File: src/design/graph_pinnacle_set_check_core_defines.svh
// Assertion macros used by the pinnacle set check merge stage.
`ifndef GRAPH_PINNACLE_SET_CHECK_CORE_DEFINES_SVH
`define GRAPH_PINNACLE_SET_CHECK_CORE_DEFINES_SVH

// Consequent must hold in the same cycle as the antecedent.
`define GPSC_ASSERT_NOW(label, clk, rst, ante, cons) \
   label: assert property (@(posedge clk) disable iff (rst) (ante) |-> (cons)) \
      else $error("gpsc assertion failed");

// Consequent must hold in the cycle after the antecedent.
`define GPSC_ASSERT_NEXT(label, clk, rst, ante, cons) \
   label: assert property (@(posedge clk) disable iff (rst) (ante) |=> (cons)) \
      else $error("gpsc assertion failed");

`endif

File: src/design/gpsc_pkg.sv
// Shared constants and types for the pinnacle set check.
`default_nettype none
package gpsc_pkg;

   localparam int VERTICES   = 8;
   localparam int LABEL_BITS = 4;
   localparam int ROW_STRIDE = 8;
   localparam int COUNT_BITS = 4;
   localparam int ADDR_BITS  = 4;
   localparam int DATA_BITS  = 64;
   localparam int ADJ_BITS   = 64;
   localparam int MASK_BITS  = 1 << LABEL_BITS;

   // Register select is the 8-byte word address bit
   localparam logic REG_ADJACENCY    = 1'b0;
   localparam logic REG_VERTEX_COUNT = 1'b1;

   localparam logic [COUNT_BITS-1:0] COUNT_RESET = COUNT_BITS'(VERTICES);

   typedef logic [LABEL_BITS-1:0] label_type;
   typedef label_type [VERTICES-1:0] label_array_type;
   typedef logic [VERTICES-1:0] vertex_vec_type;

   // Lane stage status handed to the merge stage
   typedef struct packed {
      logic           valid;
      vertex_vec_type mismatch;
   } stage_type;

endpackage
`default_nettype wire

File: src/design/gpsc_lane.sv
// One vertex lane: decides whether its vertex acts as a pinnacle and flags a mask mismatch.
`default_nettype none
module gpsc_lane (
   input  wire                              clock,
   input  wire                              lane_active,
   input  wire gpsc_pkg::label_type         own_label,
   input  wire gpsc_pkg::vertex_vec_type    neighbor_row,
   input  wire gpsc_pkg::label_array_type   labels,
   input  wire [gpsc_pkg::MASK_BITS-1:0]    claim_mask,
   output logic                             mismatch_ff
);

   logic                           mismatch_in;
   logic                           has_neighbor;
   gpsc_pkg::vertex_vec_type       beats;
   logic                           pinnacle;
   logic                           claimed;

   // Strictly above every active neighbor; rows already masked to active vertices
   always_comb begin
      for (int n = 0; n < gpsc_pkg::VERTICES; n++) begin
         beats[n] = !neighbor_row[n] || (own_label > labels[n]);
      end
   end

   assign has_neighbor = |neighbor_row;
   assign pinnacle     = has_neighbor && (&beats);
   assign claimed      = claim_mask[own_label];
   assign mismatch_in  = lane_active && (pinnacle != claimed);

   // Lane result register
   always_ff @(posedge clock) begin
      mismatch_ff <= mismatch_in;
   end

endmodule
`default_nettype wire

File: src/design/gpsc_merge.sv
// Merge stage: combines lane mismatch flags into the registered result word.
`default_nettype none
`include "graph_pinnacle_set_check_core_defines.svh"
module gpsc_merge (
   input  wire                   clock,
   input  wire                   reset,
   input  wire gpsc_pkg::stage_type stage,
   output logic                  rsp_valid,
   output logic                  rsp_valid_res
);

   logic rsp_valid_ff;
   logic rsp_valid_in;
   logic rsp_valid_res_ff;
   logic rsp_valid_res_in;

   assign rsp_valid_in     = stage.valid;
   assign rsp_valid_res_in = ~|stage.mismatch;

   // Result strobe
   always_ff @(posedge clock) begin
      if (reset) begin
         rsp_valid_ff <= 1'b0;
      end else begin
         rsp_valid_ff <= rsp_valid_in;
      end
   end

   // Result payload
   always_ff @(posedge clock) begin
      rsp_valid_res_ff <= rsp_valid_res_in;
   end

   assign rsp_valid     = rsp_valid_ff;
   assign rsp_valid_res = rsp_valid_res_ff;

   // Every lane word yields exactly one result, in the following cycle
   `GPSC_ASSERT_NEXT(a_strobe_follows, clock, reset, stage.valid, rsp_valid)
   `GPSC_ASSERT_NEXT(a_no_spurious, clock, reset, !stage.valid, !rsp_valid)
   `GPSC_ASSERT_NEXT(a_result_value, clock, reset, stage.valid,
      rsp_valid_res == ~|$past(stage.mismatch))

endmodule
`default_nettype wire

File: src/design/graph_pinnacle_set_check_core.sv
// Pinnacle set check core: one candidate labeling per cycle, eight vertex lanes and a merge stage.
// A word is accepted on every cycle with start high (busy is always low). Each word yields
// one result on rsp_valid_res, strobed by rsp_valid once it has passed the lane and
// merge registers; results come in order and cannot be stalled. The rate is one word per cycle,
// with the eight lanes each comparing a vertex label against all neighbors combinationally.
// Configure adjacency (address 0) and vertex_count (address 8) only while no word is in flight.
`default_nettype none
module graph_pinnacle_set_check_core (
   input  wire                                  clock,
   input  wire                                  reset,
   // command channel
   input  wire                                  start,
   output logic                                 busy,
   input  wire [31:0]                           req_vertex_labels,
   input  wire [15:0]                           req_pinnacle_mask,
   // result channel
   output logic                                 rsp_valid,
   output logic                                 rsp_valid_res,
   // register port
   input  wire                                  psel,
   input  wire                                  penable,
   input  wire                                  pwrite,
   input  wire [gpsc_pkg::ADDR_BITS-1:0]        paddr,
   input  wire [gpsc_pkg::DATA_BITS-1:0]        pwdata,
   output logic [gpsc_pkg::DATA_BITS-1:0]       prdata,
   output logic                                 pready
);

   logic [gpsc_pkg::ADJ_BITS-1:0]   adjacency_ff;
   logic [gpsc_pkg::ADJ_BITS-1:0]   adjacency_in;
   logic [gpsc_pkg::COUNT_BITS-1:0] vertex_count_ff;
   logic [gpsc_pkg::COUNT_BITS-1:0] vertex_count_in;
   logic                            csr_write;
   logic                            accept;
   logic                            stage_valid_ff;
   logic                            stage_valid_in;
   logic [gpsc_pkg::COUNT_BITS-1:0] count_sat;
   gpsc_pkg::vertex_vec_type        active;
   gpsc_pkg::vertex_vec_type        lane_mismatch;
   gpsc_pkg::label_array_type       labels;
   gpsc_pkg::stage_type             stage;

   assign busy   = 1'b0;
   assign pready = 1'b1;
   assign accept = start && !busy;

   // Register writes
   assign csr_write = psel && penable && pwrite && pready;

   always_comb begin
      adjacency_in    = adjacency_ff;
      vertex_count_in = vertex_count_ff;
      if (csr_write) begin
         unique case (paddr[3])
            gpsc_pkg::REG_ADJACENCY: begin
               adjacency_in = pwdata[gpsc_pkg::ADJ_BITS-1:0];
            end
            gpsc_pkg::REG_VERTEX_COUNT: begin
               vertex_count_in = pwdata[gpsc_pkg::COUNT_BITS-1:0];
            end
            default: begin
               adjacency_in = adjacency_ff;
            end
         endcase
      end
   end

   always_ff @(posedge clock) begin
      if (reset) begin
         adjacency_ff    <= '0;
         vertex_count_ff <= gpsc_pkg::COUNT_RESET;
      end else begin
         adjacency_ff    <= adjacency_in;
         vertex_count_ff <= vertex_count_in;
      end
   end

   // Register reads
   always_comb begin
      unique case (paddr[3])
         gpsc_pkg::REG_ADJACENCY:    prdata = adjacency_ff;
         gpsc_pkg::REG_VERTEX_COUNT: prdata = gpsc_pkg::DATA_BITS'(vertex_count_ff);
         default:                    prdata = '0;
      endcase
   end

   // Active vertex set, count saturated to the lane count
   assign count_sat = (vertex_count_ff > gpsc_pkg::COUNT_BITS'(gpsc_pkg::VERTICES)) ?
                      gpsc_pkg::COUNT_BITS'(gpsc_pkg::VERTICES) : vertex_count_ff;

   always_comb begin
      for (int v = 0; v < gpsc_pkg::VERTICES; v++) begin
         active[v] = gpsc_pkg::COUNT_BITS'(v) < count_sat;
      end
   end

   assign labels = req_vertex_labels[gpsc_pkg::VERTICES*gpsc_pkg::LABEL_BITS-1:0];

   // Vertex lanes
   for (genvar v = 0; v < gpsc_pkg::VERTICES; v++) begin : g_lane
      gpsc_lane u_lane (
         .clock        (clock),
         .lane_active  (active[v]),
         .own_label    (labels[v]),
         .neighbor_row (adjacency_ff[v*gpsc_pkg::ROW_STRIDE +: gpsc_pkg::VERTICES] & active),
         .labels       (labels),
         .claim_mask   (req_pinnacle_mask[gpsc_pkg::MASK_BITS-1:0]),
         .mismatch_ff  (lane_mismatch[v])
      );
   end

   // Lane stage valid
   assign stage_valid_in = accept;

   always_ff @(posedge clock) begin
      if (reset) begin
         stage_valid_ff <= 1'b0;
      end else begin
         stage_valid_ff <= stage_valid_in;
      end
   end

   assign stage.valid    = stage_valid_ff;
   assign stage.mismatch = lane_mismatch;

   // Merge and result register
   gpsc_merge u_merge (
      .clock         (clock),
      .reset         (reset),
      .stage         (stage),
      .rsp_valid     (rsp_valid),
      .rsp_valid_res (rsp_valid_res)
   );

endmodule
`default_nettype wire
File: config.mk
export PLATFORM = sky130hd
export DESIGN_NAME = graph_pinnacle_set_check_core
export DESIGN_NICKNAME = d
export VERILOG_FILES = /design/src/design/gpsc_pkg.sv /design/src/design/gpsc_lane.sv /design/src/design/gpsc_merge.sv /design/src/design/graph_pinnacle_set_check_core.sv
export VERILOG_INCLUDE_DIRS = /design/src /design/src/design
export SDC_FILE = /design/constraint.sdc
export NUM_CORES = 1
export LEC_CHECK = 0
export ABC_CLOCK_PERIOD_IN_PS = 4700
export BUFFER_PORTS_ARGS = -buffer_cell sky130_fd_sc_hd__buf_2
export CELL_PAD_IN_SITES_DETAIL_PLACEMENT = 2
export CELL_PAD_IN_SITES_GLOBAL_PLACEMENT = 2
export CORE_ASPECT_RATIO = 0.7
export CORE_UTILIZATION = 34
export CTS_BUF_LIST = sky130_fd_sc_hd__clkbuf_8 sky130_fd_sc_hd__clkbuf_16
export DETAILED_ROUTE_END_ITERATION = 8
export PLACE_DENSITY = 0.93
export SETUP_SLACK_MARGIN = 0.3
export SLEW_MARGIN = 20
export SYNTH_ARGS = -nofsm -noshare
export SYNTH_HDL_FRONTEND = slang
export SYNTH_SLANG_ARGS = --single-unit
File: constraint.sdc
create_clock -name clock -period 4.7 [get_ports clock]
set_clock_uncertainty 0.05 [all_clocks]
set_input_delay 0.94 -clock clock [delete_from_list [all_inputs] [get_ports clock]]
set_output_delay 0.94 -clock clock [all_outputs]
set_load 0.005 [all_outputs]
==> results.py <==
metrics = {
    "synthesis": {
        "yosys_most_used_dff": "sky130_fd_sc_hd__dfxtp_1",
        "synth.top_cell.area_share_pct": 20.5,
        "post_synth_edffs": 0,
        "synth.yosys.seq_area_share_pct": 20.5,
        "synth_top_area_cell": "sky130_fd_sc_hd__dfxtp_1",
        "muxShareOfSynthArea_pct": 12.6,
        "post_synth_instance_area_mm2": 0.00772,
        "unique_masters_post_synth": 64,
        "postSynthCellCount": 965,
        "synthAdderAreaFrac_pct": 18.3,
        "ys_ff_latch": 79,
        "yosys.area_share.xor_xnor_pct": 0.454,
        "synth_compound_area_share_pct": 20.0,
        "avg_inst_size_synth_um2": 8.00,
        "yosys_warnings": 0,
        "async_reset_ff_share_pct": 0,
        "postSynthNetCount": 1199,
        "ys_top_cells_by_area": "sky130_fd_sc_hd__dfxtp_1, sky130_fd_sc_hd__ha_1, sky130_fd_sc_hd__mux4_2, sky130_fd_sc_hd__nand2_1, sky130_fd_sc_hd__a21oi_1",
        "synth_simple_gate_area_share_pct": 22.7,
        "synth_top_family_by_area": "simple AND/OR/NAND/NOR gates",
    },
    "route": {
        "first_pass_iters": 5,
        "routed-via-count": 8770,
        "wirelength_um": 37800,
        "postRouteAntennaNets": 0,
        "drc": 0,
        "viasPerCell": 6.25,
        "wire_per_inst_um": 26.9,
        "detailedRoute.firstIterationViolations": 759,
    },
    "setup_path": {
        "worstSetupPathType": "input port to register",
        "critPathRequiredTime_ns": 4.89,
        "cp-end-kind": "register",
        "critPathArrivalTime_ns": 3.48,
        "delay_of_the_slowest_cell_on_the_worst_path_ns": 0.64,
        "path_delay_family": "simple AND/OR/NAND/NOR gates",
        "worst-path-max-fanout": 6,
        "crit_path_start_kind": "input port",
        "critical-path-slowest-cell": "sky130_fd_sc_hd__or4_1",
        "critical_path.n_buffers_inverters": 2,
        "critical_path.cell_chain": "buf_2 > inv_1 > ha_1 > nor2b_1 > o211ai_1 > a21boi_0 > or4_1 > nor3b_2 > xnor2_1 > nor2_1",
    },
    "clocking": {
        "cts-hold-fix-buffers": 0,
        "tritoncts.num_buffers": 9,
        "clk_root_buffer_cell": "sky130_fd_sc_hd__clkbuf_16",
        "cts_tree": "yes",
        "clock_tree.buffer_depth": 2,
        "clock_sink_count": 79,
        "cts_max_level": 3,
        "cts.repair_timing.setup_buffer_count": 0,
        "clk-insertion-delay-late_ns": 0.35,
        "ctsResizeCount": 0,
        "worst_setup_hold_path_clk_slew_ns": 0.07,
    },
    "place": {
        "place.port_buffers": 184,
        "placement.cell_area_mm2": 0.00883,
        "gp_congestion": 0.917,
        "placed_cells": 1386,
        "dpl_worst_slack_ns": 1.17,
        "detailed_placement_wirelength_estimate_um": 29100,
    },
    "timing": {
        "setup-violations-final": 0,
        "min_period_ns": 3.29,
        "tightestPinTransition_ns": 0.914,
        "final-max-slew-violation-count": 0,
        "max_slew_margin_pct": 38.4,
        "max_freq_mhz": 304,
        "fin_tns_setup_ns": 0,
        "final-hold-violation-count": 0,
        "timing.final.ws_setup_ns": 1.41,
        "setup_repair_after_global_routing_missed_its_margin": "false",
        "post-route-period-util_pct": 69.9,
    },
    "die": {
        "core_region_area_mm2": 0.0220,
        "initial_utilization_pct": 35.2,
        "floorplan.die_area_mm2": 0.0233,
        "die_height_um": 128,
        "floorplan.rows": 45,
        "die_width_um": 182,
        "pin_count": 190,
    },
    "run": {
        "max-cap-violations": 0,
    },
    "grt": {
        "globalRouteMet1Util_pct": 40.7,
        "grt_util_all_layers_pct": 32.8,
        "grt_use_met3_pct": 7.39,
        "first_global_vias": 9638,
        "globalRouteOverflowTotal": 0,
        "antenna_found_initial": 2,
        "gr_met2_demand_resource_pct": 53.4,
        "grt_pass1_wl_um": 57800,
        "globalRoute.busiestLayer": "met2",
        "grt_start_max_net_pins": 65,
    },
    "pwr": {
        "clkPwrFrac_pct": 35.9,
        "switching_power_w": 0.000759,
        "power_density_mw_per_mm2": 234,
        "p_total_w": 0.00214,
        "seqPwrFrac_pct": 34.1,
        "switching_share_pct": 35.5,
        "power.leakage_nw": 4.01,
        "pint_w": 0.00138,
        "combPwrFrac_pct": 30.0,
        "max-vdd-ir-drop_mv": 0.167,
    },
    "worst_hold_path": {
        "hold_path_class": "register to register",
    },
    "layout": {
        "drive_gt1_share_pct": 23.5,
        "post_layout_nonfiller_instances": 1403,
        "flow.area_growth_from_synthesis_pct": 18.4,
        "final_area_mm2": 0.00914,
        "post_layout_net_count": 1349,
        "most-common-layout-cells": "sky130_fd_sc_hd__nand2_1, sky130_fd_sc_hd__buf_2, sky130_fd_sc_hd__a21oi_1",
        "commonest_non_fill_non_tap_cell_in_the_layout": "sky130_fd_sc_hd__nand2_1",
    },
    "outcome": {
        "outcome": "completed",
    },
}
-- worst register-to-register path, stage by stage (launching register included) --
cell and delay, ns:
sky130_fd_sc_hd__dfxtp_1 0.74, sky130_fd_sc_hd__buf_4 0.36, sky130_fd_sc_hd__or3_1 0.47, sky130_fd_sc_hd__nand2_1 0.22
sky130_fd_sc_hd__nand4_1 0.13, sky130_fd_sc_hd__nor2_1 0.04, sky130_fd_sc_hd__a2111oi_0 0.69, sky130_fd_sc_hd__nand2_1 0.19
sky130_fd_sc_hd__mux2i_1 0.23
-- per-layer routing --
layer  share of wire, %  wire, um  vias to the layer above
met2                 46     17400                      499
met3                8.5      3200                      144
met4                5.1      1920                        0
li1                   -         -                     3807
met5                  0         0                        -
met1                 41     15300                     4320
-- Yosys cell counts (6+ instances only) --
cell type and instances:
sky130_fd_sc_hd__dfxtp_1 79, sky130_fd_sc_hd__ha_1 112, sky130_fd_sc_hd__o211ai_1 18, sky130_fd_sc_hd__mux4_2 39, sky130_fd_sc_hd__and4_1 8, sky130_fd_sc_hd__clkbuf_1 44
sky130_fd_sc_hd__nor2_1 25, sky130_fd_sc_hd__nor2b_1 80, sky130_fd_sc_hd__nand3_1 8, sky130_fd_sc_hd__a31oi_1 7, sky130_fd_sc_hd__inv_1 45, sky130_fd_sc_hd__o21ai_0 23
sky130_fd_sc_hd__a21oi_1 147, sky130_fd_sc_hd__a21o_1 6, sky130_fd_sc_hd__nand2_1 200, sky130_fd_sc_hd__nand4_1 19
-- path summary, 6_finish.rpt --
path | cells after the start | slack, ns | to | start
max | 10 | 1.41 | g_lane[1].u_lane.mismatch_ff | req_vertex_labels[5]
min | 1 | 0.40 | u_merge.rsp_valid | stage_valid_ff
max reg2reg | 8 | 1.50 | g_lane[4].u_lane.mismatch_ff | vertex_count_ff[3]
min reg2reg | 1 | 0.40 | u_merge.rsp_valid | stage_valid_ff
-- kinds of logic after synthesis --
group,Yosys count
AO/OA/AOI/OAI,256
multiplexers,48
flip-flops,79
buffers and inverters,100
adder cells (fa/ha/maj),113
other,2
AND/OR/NAND/NOR,363
XOR/XNOR,4
-- state kept, by name, summed over array words and instances, names as in the netlist --
register,cells
adjacency_ff,64
g_lane.u_lane.mismatch_ff,8
stage_valid_ff,1
u_merge.rsp_valid,1
u_merge.rsp_valid_res,1
vertex_count_ff,4
-- metrics by stage --
stage	utilization, %	hold slack, ns
floorplan	-	0.364
global placement	40.2	0.366
detailed placement	40.2	0.385
CTS	41.6	0.402
global route	41.6	0.409
finish	41.6	0.395
-- area by class of cell --
type / instances / area, um2
inverters: 45 / 169
clock inverters: 7 / 83.8
clock buffers: 9 / 225
flip-flops and latches: 79 / 1580
multi-input cells: 786 / 5730
diodes: 1 / 2.50
fillers: 2546 / 12800
repair buffers: 194 / 996
well taps: 282 / 353
-- power by group through the flow --
stage	Clock [W]	Sequential, W	Combinational, W
finish	0.000768	0.000729	0.000642
global route	0.000798	0.000731	0.000685
CTS	0.000774	0.000727	0.000627
detailed placement	0	0.000742	0.000615
global placement	0	0.000740	0.000550
floorplan	0	0.000726	0.000361
No activity file was read; power rests on OpenSTA's default activity.
